$ cat src/hw/rtl/dtds_pkg.sv
// Shared types, constants and tables for the date/time difference block.
package dtds_pkg;

  localparam int unsigned DAY_W    = 5;
  localparam int unsigned MONTH_W  = 4;
  localparam int unsigned YEAR_W   = 14;
  localparam int unsigned HOUR_W   = 5;
  localparam int unsigned MINUTE_W = 6;
  localparam int unsigned SEC_W    = 6;

  // Day count from year 0 fits in 23 bits; one sign bit covers day zero.
  localparam int unsigned DAYS_W   = 24;
  // Time of day with out-of-range hour/minute/second fields.
  localparam int unsigned TOD_W    = 17;
  localparam int unsigned SECS_W   = 40;
  localparam int unsigned DBM_W    = 9;

  // Reciprocal of 100 for dividends below 2**15.
  localparam int unsigned RECIP_SHIFT = 21;
  localparam int unsigned RECIP_W     = 15;
  localparam logic [RECIP_W-1:0] RECIP_100 = 15'd20972;
  localparam int unsigned DIVQ_W      = 8;
  localparam int unsigned DIVIN_W     = 15;

  localparam logic [DIVIN_W-1:0] HUNDRED  = 15'd100;
  localparam logic [MONTH_W-1:0] FEBRUARY = 4'd2;
  localparam logic [SECS_W-1:0]  SECS_PER_DAY = 40'd86400;

  typedef struct packed {
    logic [DAY_W-1:0]    day;
    logic [MONTH_W-1:0]  month;
    logic [YEAR_W-1:0]   year;
    logic [HOUR_W-1:0]   hour;
    logic [MINUTE_W-1:0] minute;
    logic [SEC_W-1:0]    sec;
  } ts_t;

  // Days before the month in a common year; month zero acts as January,
  // months past December add 31 days each.
  function automatic logic [DBM_W-1:0] days_before_month(input logic [MONTH_W-1:0] m);
    logic [DBM_W-1:0] d;
    case (m)
      4'd0:    d = 9'd0;
      4'd1:    d = 9'd0;
      4'd2:    d = 9'd31;
      4'd3:    d = 9'd59;
      4'd4:    d = 9'd90;
      4'd5:    d = 9'd120;
      4'd6:    d = 9'd151;
      4'd7:    d = 9'd181;
      4'd8:    d = 9'd212;
      4'd9:    d = 9'd243;
      4'd10:   d = 9'd273;
      4'd11:   d = 9'd304;
      4'd12:   d = 9'd334;
      4'd13:   d = 9'd365;
      4'd14:   d = 9'd396;
      default: d = 9'd427;
    endcase
    return d;
  endfunction

endpackage

$ cat src/hw/rtl/dtds_lane.sv
// One conversion lane: timestamp to seconds since the start of year 0.
module dtds_lane
  import dtds_pkg::*;
(
  input  logic                     clk,
  input  ts_t                      ts,
  output logic signed [SECS_W-1:0] secs
);

  // Stage 1: divisions by 100 through the reciprocal, time of day.
  logic [DIVIN_W-1:0]           div_a, div_b, div_y;
  logic [DIVIN_W+RECIP_W-1:0]   prod_a, prod_b, prod_y;
  logic [TOD_W-1:0]             tod_nxt;
  logic [YEAR_W-1:0]            y_r;
  logic [MONTH_W-1:0]           m_r;
  logic [DAY_W-1:0]             d_r;
  logic [TOD_W-1:0]             tod_r;
  logic [DIVQ_W-1:0]            qa_r, qb_r, qy_r;

  always_comb begin
    div_a  = DIVIN_W'(ts.year) + 15'd99;
    div_b  = (DIVIN_W'(ts.year) + 15'd399) >> 2;
    div_y  = DIVIN_W'(ts.year);
    prod_a = (DIVIN_W+RECIP_W)'(div_a) * (DIVIN_W+RECIP_W)'(RECIP_100);
    prod_b = (DIVIN_W+RECIP_W)'(div_b) * (DIVIN_W+RECIP_W)'(RECIP_100);
    prod_y = (DIVIN_W+RECIP_W)'(div_y) * (DIVIN_W+RECIP_W)'(RECIP_100);
    tod_nxt = TOD_W'(ts.hour) * 17'd3600 + TOD_W'(ts.minute) * 17'd60 + TOD_W'(ts.sec);
  end

  always_ff @(posedge clk) begin
    y_r   <= ts.year;
    m_r   <= ts.month;
    d_r   <= ts.day;
    tod_r <= tod_nxt;
    qa_r  <= prod_a[RECIP_SHIFT +: DIVQ_W];
    qb_r  <= prod_b[RECIP_SHIFT +: DIVQ_W];
    qy_r  <= prod_y[RECIP_SHIFT +: DIVQ_W];
  end

  // Stage 2: day count and leap-day correction.
  logic [DIVIN_W-1:0]      cent;
  logic                    div100, leap;
  logic [DAYS_W-1:0]       pos_days;
  logic signed [DAYS_W-1:0] days_nxt, days_r;
  logic [TOD_W-1:0]        tod2_r;

  always_comb begin
    cent   = DIVIN_W'(qy_r) * HUNDRED;
    div100 = (DIVIN_W'(y_r) == cent);
    leap   = ((y_r[1:0] == 2'b00) && !div100) || (div100 && (qy_r[1:0] == 2'b00));
    pos_days = DAYS_W'(y_r) * 24'd365
             + DAYS_W'((DIVIN_W'(y_r) + 15'd3) >> 2)
             - DAYS_W'(qa_r) + DAYS_W'(qb_r)
             + DAYS_W'(days_before_month(m_r))
             + DAYS_W'(leap && (m_r > FEBRUARY))
             + DAYS_W'(d_r);
    days_nxt = $signed(pos_days) - 24'sd1;
  end

  always_ff @(posedge clk) begin
    days_r <= days_nxt;
    tod2_r <= tod_r;
  end

  // Stage 3: scale to seconds.
  logic signed [SECS_W-1:0] secs_nxt, secs_r;

  always_comb begin
    secs_nxt = SECS_W'(days_r) * $signed(SECS_PER_DAY) + $signed(SECS_W'(tod2_r));
  end

  always_ff @(posedge clk) begin
    secs_r <= secs_nxt;
  end

  assign secs = secs_r;

endmodule

$ cat src/hw/rtl/dtds_merge.sv
// Merge stage: second lane minus first lane, registered with its strobe.
module dtds_merge
  import dtds_pkg::*;
(
  input  logic                     clk,
  input  logic                     rst_n,
  input  logic                     vld_in,
  input  logic signed [SECS_W-1:0] secs_a,
  input  logic signed [SECS_W-1:0] secs_b,
  output logic                     out_valid,
  output logic signed [SECS_W-1:0] diff
);

  logic                     vld_r;
  logic signed [SECS_W-1:0] diff_r, diff_nxt;

  assign diff_nxt = secs_b - secs_a;

  always_ff @(posedge clk) begin
    if (!rst_n) begin
      vld_r <= 1'b0;
    end else begin
      vld_r <= vld_in;
    end
  end

  always_ff @(posedge clk) begin
    diff_r <= diff_nxt;
  end

  assign out_valid = vld_r;
  assign diff      = diff_r;

  a_strobe_follows: assert property (@(posedge clk) disable iff (!rst_n)
    out_valid |-> $past(vld_in))
    else $error("result strobe without a word in the merge stage");

  a_equal_lanes_zero: assert property (@(posedge clk) disable iff (!rst_n)
    (vld_in && (secs_a == secs_b)) |=> (diff == '0))
    else $error("equal lane values gave a nonzero difference");

endmodule

$ cat src/hw/rtl/date_time_difference_seconds.sv
// Top level: two timestamps in, their difference in seconds out.
// Takes one word on every clock (busy is always low) and returns its result,
// strobed by out_valid for one cycle, after the pipeline: reciprocal
// divisions, day count, scaling by 86400 in each of the two conversion
// lanes, then the subtracting stage. The receiver cannot stall, and none is
// needed since each word yields one result and the pipeline never holds.
module date_time_difference_seconds
  import dtds_pkg::*;
(
  input  logic                     clk,
  input  logic                     rst_n,
  input  logic                     start,
  output logic                     busy,
  input  logic [DAY_W-1:0]         in_first_day,
  input  logic [MONTH_W-1:0]       in_first_month,
  input  logic [YEAR_W-1:0]        in_first_year,
  input  logic [HOUR_W-1:0]        in_first_hour,
  input  logic [MINUTE_W-1:0]      in_first_minute,
  input  logic [SEC_W-1:0]         in_first_second,
  input  logic [DAY_W-1:0]         in_second_day,
  input  logic [MONTH_W-1:0]       in_second_month,
  input  logic [YEAR_W-1:0]        in_second_year,
  input  logic [HOUR_W-1:0]        in_second_hour,
  input  logic [MINUTE_W-1:0]      in_second_minute,
  input  logic [SEC_W-1:0]         in_second_sec,
  output logic                     out_valid,
  output logic signed [SECS_W-1:0] out_difference_seconds
);

  ts_t                      ts_a, ts_b;
  logic signed [SECS_W-1:0] secs_a, secs_b;
  logic [2:0]               vld_r, vld_nxt;
  logic                     accept;

  assign busy   = 1'b0;
  assign accept = start && !busy;

  assign ts_a = '{day: in_first_day, month: in_first_month, year: in_first_year,
                  hour: in_first_hour, minute: in_first_minute, sec: in_first_second};
  assign ts_b = '{day: in_second_day, month: in_second_month, year: in_second_year,
                  hour: in_second_hour, minute: in_second_minute, sec: in_second_sec};

  // Advance the strobe alongside the three lane stages.
  assign vld_nxt = {vld_r[1:0], accept};

  always_ff @(posedge clk) begin
    if (!rst_n) begin
      vld_r <= '0;
    end else begin
      vld_r <= vld_nxt;
    end
  end

  dtds_lane u_lane_a (
    .clk  (clk),
    .ts   (ts_a),
    .secs (secs_a)
  );

  dtds_lane u_lane_b (
    .clk  (clk),
    .ts   (ts_b),
    .secs (secs_b)
  );

  dtds_merge u_merge (
    .clk       (clk),
    .rst_n     (rst_n),
    .vld_in    (vld_r[2]),
    .secs_a    (secs_a),
    .secs_b    (secs_b),
    .out_valid (out_valid),
    .diff      (out_difference_seconds)
  );

  a_latency: assert property (@(posedge clk) disable iff (!rst_n)
    out_valid |-> $past(accept, 4))
    else $error("result strobe without an accepted word four cycles earlier");

  a_same_stamp_zero: assert property (@(posedge clk) disable iff (!rst_n)
    out_valid && $past(ts_a == ts_b, 4) |-> (out_difference_seconds == '0))
    else $error("identical timestamps gave a nonzero difference");

endmodule

$ cat config.mk
export PLATFORM = sky130hd
export DESIGN_NAME = date_time_difference_seconds
export DESIGN_NICKNAME = d
export VERILOG_FILES = /design/src/hw/rtl/dtds_pkg.sv /design/src/hw/rtl/dtds_lane.sv /design/src/hw/rtl/dtds_merge.sv /design/src/hw/rtl/date_time_difference_seconds.sv
export SDC_FILE = /design/constraint.sdc
export NUM_CORES = 2
export LEC_CHECK = 0
export ABC_AREA = 1
export ABC_CLOCK_PERIOD_IN_PS = 12300
export BUFFER_PORTS_ARGS = -buffer_cell sky130_fd_sc_hd__buf_2
export CORE_MARGIN = 2
export CORE_UTILIZATION = 40
export CTS_BUF_LIST = sky130_fd_sc_hd__clkbuf_4 sky130_fd_sc_hd__clkbuf_8
export CTS_CLUSTER_DIAMETER = 120
export DETAILED_ROUTE_END_ITERATION = 10
export GPL_TIMING_DRIVEN = 0
export PLACE_DENSITY = 0.53
export SYNTH_ARGS = -nofsm -noshare
export SYNTH_HDL_FRONTEND = slang
export SYNTH_SLANG_ARGS = --single-unit
$ cat constraint.sdc
create_clock -name clk -period 12.3 [get_ports clk]
set_clock_uncertainty 0.1 [all_clocks]
set_input_delay 0.615 -clock clk [delete_from_list [all_inputs] [get_ports clk]]
set_output_delay 0.615 -clock clk [all_outputs]
set_load 0.1 [all_outputs]
# Word level (Yosys, flattened, before mapping)
# Memory sizes are Yosys's and may differ from the RTL's. A register that Yosys moved wholly into a read port is not among the register bits.
# Cells that the tools add are included.
[word_totals]
rom_bits = 288
in_bits = 83
regBits = 334
output_inout_bits = 42
memories = 2
elab_cells = 86
[op_classes]
n_mul = 16
n_reduce_logical = 14
n_eq_ne = 2
order_cmp = 2
n_addsub = 27
[memory_table]
columns = ["memory", "depth", "width", "read_ports", "rd_clocked_by_memory_dff", "wr", "line", "rtl"]
rows = [
  ["(no name shown)", 16, 9, 1, 1, 0, "dtds_pkg.sv:42", "case (m)"],
  ["(no name shown)", 16, 9, 1, 1, 0, "dtds_pkg.sv:42", ""],
]
[ops]
columns = ["op", "count"]
rows = [
  ["$add A40 B18 Y40", 2],
  ["$mul A24 B11 Y33 const B", 2],
  ["$mul A14 B13 Y27 const B", 2],
  ["$mul A15 B13 Y27 const B", 2],
  ["$mul A13 B13 Y26 const B", 2],
  ["$add A23 B22 Y24", 2],
  ["$add A24 B1 Y24", 2],
  ["$add A24 B5 Y24", 2],
  ["$add A24 B8 Y24", 2],
  ["$add A24 B9 Y24", 2],
  ["$sub A24 B2 Y24 const B", 2],
  ["$sub A24 B8 Y24", 2],
  ["$mul A14 B9 Y23 const B", 2],
  ["$sub A40 B40 Y40", 1],
  ["$add A17 B12 Y17", 2],
  ["$add A17 B6 Y17", 2],
  ["$add A14 B2 Y15 const B", 2],
  ["$add A14 B7 Y15 const B", 2],
  ["$add A14 B9 Y15 const B", 2],
  ["$eq A14 B15 Y1", 2],
  ["$mul A5 B8 Y13 const B", 2],
  ["$mul A8 B5 Y13 const B", 2],
  ["$mul A6 B4 Y10 const B", 2],
  ["$gt A4 B2 Y1 const B", 2],
  ["4 further kinds", 14],
]

# Depth between registers and ports, before layout
[depth]
ltp_word = 9
mapped_depth = 37
ltp_nobuf = 37

# Hierarchy
# From an unflattened synthesis, not the netlist that was laid out.
[hier_totals]
cells_unflattened = 7409
hier_area_um2 = 60703.2
[by_module_without_submodules]
columns = ["mod", "seq_area_each_um2", "cells_each", "n_inst", "area_per_inst_um2"]
rows = [
  ["dtds_lane (u_lane_a)", 3062.9, 3338, 1, 28320.9],
  ["dtds_lane (u_lane_b)", 3062.9, 3363, 1, 28293.4],
  ["dtds_merge", 820.8, 697, 1, 3995.1],
  ["date_time_difference_seconds", 60.1, 11, 1, 93.8],
]

# Worst setup path after synthesis
# Ideal clock, no wire load.
[synth_timing]
path_kind = "flip-flop to flip-flop"
from = "register u_lane_b.qy_r[3]"
to = "register u_lane_b.days_r[21]"
path_slack_ns = 5.244
synth_period_minus_slack_ns = 7.056
required_time_ns = 12.081
arrival_time_ns = 6.838
setup_time_ns = 0.119
n_path_buf = 0
path_stages_with_launch = 33
cell_sequence = "dfxtp_1 -> ha_1 -> ha_1 -> fa_1 -> ha_1 -> a21oi_1 -> nand2_1 -> xor2_1 -> or2_2 -> nand3_1 -> nor2_1 -> nand3_1 -> nand2_1 -> nand2_1 -> nand2_1 -> fa_1 -> fa_1 -> inv_1 -> ha_1 -> inv_1 -> fa_1 -> fa_1 -> inv_1 -> fa_1 -> inv_1 -> fa_1 -> o21ai_0 -> a21oi_1 -> inv_1 -> a21oi_1 -> o21bai_1 -> a21oi_1 -> xnor2_1"
[synth_via]
elab_chain_cells = 9
elab_cells_between_ends = 10
cone_classes = "add/sub (3); mul (1); eq/ne (1); reduce/logical (5)"
[synth_rtl]
columns = ["item", "line", "rtl"]
rows = [
  ["from (decl)", "dtds_lane.sv:18", "logic [DIVQ_W-1:0] qa_r, qb_r, qy_r;"],
  ["from (signal assigned)", "dtds_lane.sv:37", "qy_r <= prod_y[RECIP_SHIFT +: DIVQ_W];"],
  ["$mul A8 B5 Y13 *", "dtds_lane.sv:48", "cent = DIVIN_W'(qy_r) * HUNDRED;"],
  ["$eq A14 B15 Y1 *", "dtds_lane.sv:49", "div100 = (DIVIN_W'(y_r) == cent);"],
  ["$logic_not A1 Y1", "dtds_lane.sv:50", "leap = ((y_r[1:0] == 2'b00) && !div100) || (div100 && (qy_r[1:0] == 2'b00));"],
  ["$logic_and A1 B1 Y1", "dtds_lane.sv:50", ""],
  ["$logic_or A1 B1 Y1 *", "dtds_lane.sv:50", ""],
  ["$logic_and A1 B1 Y1 *", "dtds_lane.sv:55", "+ DAYS_W'(leap && (m_r > FEBRUARY))"],
  ["$add A24 B1 Y24 *", "dtds_lane.sv:55", ""],
  ["$add A24 B5 Y24 *", "dtds_lane.sv:56", "+ DAYS_W'(d_r);"],
  ["$sub A24 B2 Y24 *", "dtds_lane.sv:57", "days_nxt = $signed(pos_days) - 24'sd1;"],
  ["net u_lane_b.days_nxt[21]", "dtds_lane.sv:44", "logic signed [DAYS_W-1:0] days_nxt, days_r;"],
  ["to (signal assigned)", "dtds_lane.sv:61", "days_r <= days_nxt;"],
  ["to (decl)", "dtds_lane.sv:44", ""],
]
# Mark *: on every way through the listed nets, which the timed path passes. The rest lies on a longest branch.
# A chain may end at the register's enable or synchronous reset.

# Final worst setup path
[layout_timing]
from = "register u_lane_a.qy_r[3]"
to = "register u_lane_a.days_r[15]"
[layout_via]
elab_chain_cells = 9
elab_cells_between_ends = 10
cone_classes = "add/sub (3); mul (1); eq/ne (1); reduce/logical (5)"
[layout_rtl]
columns = ["item", "line"]
rows = [
  ["from (decl)", "dtds_lane.sv:18"],
  ["from (signal assigned)", "dtds_lane.sv:37"],
  ["$mul A8 B5 Y13 *", "dtds_lane.sv:48"],
  ["$eq A14 B15 Y1 *", "dtds_lane.sv:49"],
  ["$logic_not A1 Y1", "dtds_lane.sv:50"],
  ["$logic_and A1 B1 Y1", "dtds_lane.sv:50"],
  ["$logic_or A1 B1 Y1 *", "dtds_lane.sv:50"],
  ["$logic_and A1 B1 Y1 *", "dtds_lane.sv:55"],
  ["$add A24 B1 Y24 *", "dtds_lane.sv:55"],
  ["$add A24 B5 Y24 *", "dtds_lane.sv:56"],
  ["$sub A24 B2 Y24 *", "dtds_lane.sv:57"],
  ["net u_lane_a.days_nxt[15]", "dtds_lane.sv:44"],
  ["to (signal assigned)", "dtds_lane.sv:61"],
  ["to (decl)", "dtds_lane.sv:44"],
]
# Marks and branches as above.

==> metrics list <==
* Cell with the biggest individual delay on the critical path: sky130_fd_sc_hd__fa_1
- Dominant register cell in the synthesized netlist: sky130_fd_sc_hd__dfxtp_1
- Dividing the detail-routed via count by the number of cells gives 4.62.
- Insertion delay to the later sink of the worst-skew pair: approximately 740 ps
- Number of distinct standard cells referenced by the synthesized netlist: 52
- Delay-heaviest family, CP: adder cells
- Post-route design area: around 65000 um2
* Worst setup slack for register-to-register paths: roughly 4400 ps
- Register-to-Register Path Depth: 28
- Startpoint of the lowest-slack hold path: in_second_year[0]
- Of all nets on the critical path, the largest fanout is 4.
- Of the cells placed in the final design, the portion with a size suffix greater than 1 is 4.61%.
- Number of standard-cell rows in the floorplan: about 140
- The number of global-route vias before repair came to 46200.
* Detailed Place HPWL: ~130000 um
- Area fraction of the dominant cell type after synthesis: 27.2%
* Worst Tran Pin Value: 1140 ps
- The routed design could run at a clock period as short as 7950 ps.
- Global-route wire length before repair: 233000 um
- Synth top cells by count: 1983 x sky130_fd_sc_hd__inv_1, 1306 x sky130_fd_sc_hd__ha_1, 1051 x sky130_fd_sc_hd__nand2_1
* Combined global-route utilization of all metal layers: 18.8%
* DR iter-0 viols: 1589
* Post-route clock period utilization: 64.6%
* Largest stage delay on the critical path: around 520 ps
- Summed over all layers, the routed wires come to 139000 um.
- Total negative slack: 0 ps
- DRC viols: 0
- Final antenna-violating net count: 0
- Post-synthesis to final-layout area growth: 8.50%
- Cell types occupying the most area after synthesis: sky130_fd_sc_hd__ha_1 27%, sky130_fd_sc_hd__fa_1 24%, sky130_fd_sc_hd__inv_1 12%
- In this run the clock root is driven by a sky130_fd_sc_hd__clkbuf_8.
* Layout Nets: 9564
* EDFF count, synth: 0
* Clock buffers created by TritonCTS: 70
- In the final routed layout, each cell accounts on average for approximately 15 um.
- The critical path contains buffers and inverters numbering 4 combined.
* Max Buffers Root-to-Sink: 3
- The worst register-to-register path ends at u_lane_a.days_r[15].
* Worst-case hold slack: 103 ps
- The H-tree was split into 3 levels.
- After synthesis, the share of flip-flops with an asynchronous set or reset is 0%.
* Type of element capturing the critical path: flop
* # port buffers: 123
* Required time of the critical path: approximately 13000 ps
- Die footprint: about 150000 um2
- Setup repair after global routing left no endpoint under its margin.
- Synthesis Warnings: 0
* Total of max-cap violations: 0
* Worst hold path cell count: 1
* Area of the core region: roughly 150000 um2
- TritonCTS built the clock tree.
* Die Span Y: 391 um
- Endpoint of the worst hold path: u_lane_b.y_r[0]
- The worst register-to-register path begins at u_lane_a.qy_r[3].
- Hold/Removal Path Class: input pin to flop
- Crit path kind: flop to flop
- Number of antenna violations at the first check in global routing: 14
- The number of slew-limit violations in the final report was 0.
- STA classifies the critical path startpoint as a flop.
* Placed cell areas: around 63000 um2
- Summed over all instances, the cell type with the most area after synthesis is sky130_fd_sc_hd__ha_1.
- Entering global routing, the biggest net connects 14 pins.
- # resized after CTS: 0
* Final estimated routing congestion in global placement: around 0.88
- Seq cells post-synth: 350
- Number of buffers inserted for hold repair after clock tree synthesis: between 40 and 50
* Final Setup Violations: 0
- In this run the horizontal extent of the chip is 391 um.
* Status: complete, no violations
- For this design the top-level I/O count stands at roughly 130.
* Leading cell type by number of instances after synthesis: sky130_fd_sc_hd__inv_1
- Achievable Freq: 126 MHz
* Cell type with the highest occurrence count on the critical path: sky130_fd_sc_hd__fa_1
- Fraction of the yosys area taken by sequential cells: 11.7%
* Synthesized netlist cell count: 7212
- Detailed-router iteration count before antenna repair: 6
* Total placed cells including tap cells: 9351
* Starting Density: about two fifths
- After clock tree synthesis, the clock-pin slew on the worst setup and hold paths is approximately 60 ps.
- The clock drives 350 sinks.
- Post-synthesis instance area: roughly 60000 um2
- The total overflow left after global routing is 0.
- Slew Limit Headroom: 23.8%
- After clock tree synthesis, the setup repair step added 0 buffers.
* Number of standard cells in the layout, taps in and fillers out: 9518
- Detailed routing inserted a total of between 40000 and 50000 vias.
* Final hold violation count: 0
* Data arrival time at the worst-slack endpoint: 8510 ps
- Net Count, Synth: 9328
- Synth Area per Inst: between 8 and 9 um2
==> final cells by class <==
class | instances | area, um2
Antenna cell | 4 | 10.0
Buffer | 5 | 22.5
Clock buffer | 96 | 1200
Inverter | 1996 | 7490
Clock inverter | 26 | 334
Tap cell | 2016 | 2520
Fill cell | 15100 | 84400
Multi-Input combinational cell | 4861 | 45400
Sequential cell | 350 | 7010
Timing Repair Buffer | 164 | 1030
==> cell usage in the layout (no fill, tap or decap), types with 6 or more instances in the layout <==
master,Yosys,final
sky130_fd_sc_hd__inv_1,1983,1983
sky130_fd_sc_hd__ha_1,1306,1306
sky130_fd_sc_hd__nand2_1,1051,1051
sky130_fd_sc_hd__fa_1,727,727
sky130_fd_sc_hd__dfxtp_1,350,350
sky130_fd_sc_hd__nor2_1,334,334
sky130_fd_sc_hd__a21oi_1,309,309
sky130_fd_sc_hd__xor2_1,248,248
sky130_fd_sc_hd__nand3_1,219,219
sky130_fd_sc_hd__o21ai_0,146,146
sky130_fd_sc_hd__buf_2,0,123
sky130_fd_sc_hd__xnor2_1,95,95
sky130_fd_sc_hd__clkbuf_8,0,77
sky130_fd_sc_hd__nand4_1,61,61
sky130_fd_sc_hd__nor3_1,54,54
sky130_fd_sc_hd__dlygate4sd3_1,0,41
sky130_fd_sc_hd__a31oi_1,38,38
sky130_fd_sc_hd__nand2_2,36,36
sky130_fd_sc_hd__a21o_1,35,35
sky130_fd_sc_hd__o21bai_1,29,29
sky130_fd_sc_hd__clkbuf_4,0,19
sky130_fd_sc_hd__nor2_2,17,17
sky130_fd_sc_hd__a21boi_0,14,14
sky130_fd_sc_hd__o211ai_1,13,13
sky130_fd_sc_hd__inv_2,13,13
sky130_fd_sc_hd__o21a_1,11,11
sky130_fd_sc_hd__a211oi_1,11,11
sky130_fd_sc_hd__nor4_1,11,11
sky130_fd_sc_hd__nand3_2,9,9
sky130_fd_sc_hd__nor2_4,9,9
sky130_fd_sc_hd__o31ai_1,8,8
sky130_fd_sc_hd__a221oi_1,8,8
sky130_fd_sc_hd__o221ai_1,7,7
sky130_fd_sc_hd__and3_1,7,7
sky130_fd_sc_hd__clkinvlp_4,0,7
sky130_fd_sc_hd__clkinv_2,0,7
sky130_fd_sc_hd__o21ai_1,6,6
==> worst max-delay path by stage <==
stage | start | end | depth (start not counted)
after floorplan | u_lane_b.qy_r[3] | u_lane_b.days_r[21] | 32
after global placement | u_lane_a.qy_r[3] | u_lane_a.days_r[15] | 28
after detailed placement | u_lane_b.qy_r[3] | u_lane_b.days_r[21] | 32
after CTS | u_lane_b.qy_r[3] | u_lane_b.days_r[21] | 32
after global routing | u_lane_b.qy_r[3] | u_lane_b.days_r[21] | 32
final | u_lane_a.qy_r[3] | u_lane_a.days_r[15] | 28
==> sequential cells by signal, summed over array words and instances, names as in the netlist, 14 cells and up, named ones only <==
| name | flops |
|---|---|
| u_lane_a.days_r | 24 |
| u_lane_a.secs | 40 |
| u_lane_a.tod2_r | 17 |
| u_lane_a.tod_r | 17 |
| u_lane_a.y_r | 14 |
| u_lane_b.days_r | 24 |
| u_lane_b.secs | 40 |
| u_lane_b.tod2_r | 17 |
| u_lane_b.tod_r | 17 |
| u_lane_b.y_r | 14 |
| u_merge.diff | 40 |
==> layer usage <==
metal	vias up	wire (um)	track usage (%)
li1	22700	-	-
met1	20700	66800	25.1
met2	457	64700	32.2
met3	143	4480	2.38
met4	14	2670	4.41
met5	-	85	0
==> stage by stage <==
step           utilization (%)  setup slack [ps]
6_report                  43.5              4350
5_1_grt                   43.5              3740
4_1_cts                   43.5              4260
3_5_place_dp              42.2              4280
3_3_place_gp              42.2              4270
2_1_floorplan                -              5240
==> logic make-up after synthesis <==
kind of cell	share of synthesized area, %
AO/OA/AOI/OAI	6.17
adder cells (fa/ha/maj)	51.5
XOR/XNOR	5.05
flip-flops	11.7
AND/OR/NAND/NOR	13.0
buffers and inverters	12.5
other	0.00625
==> worst reg2reg max path, delay by kind of cell (launching register included) <==
kind	cells	cell delay [ps]
xor gates and xnor gates	2	380
and+or+nand+nor	1	140
adders and majority gates	11	4450
buffers and inverters	4	210
DFF	1	460
AOI/OAI and AO/OA	10	2190
Power is not shown: default switching activity piles up to over one toggle a cycle in this logic, so the estimate is an artifact.
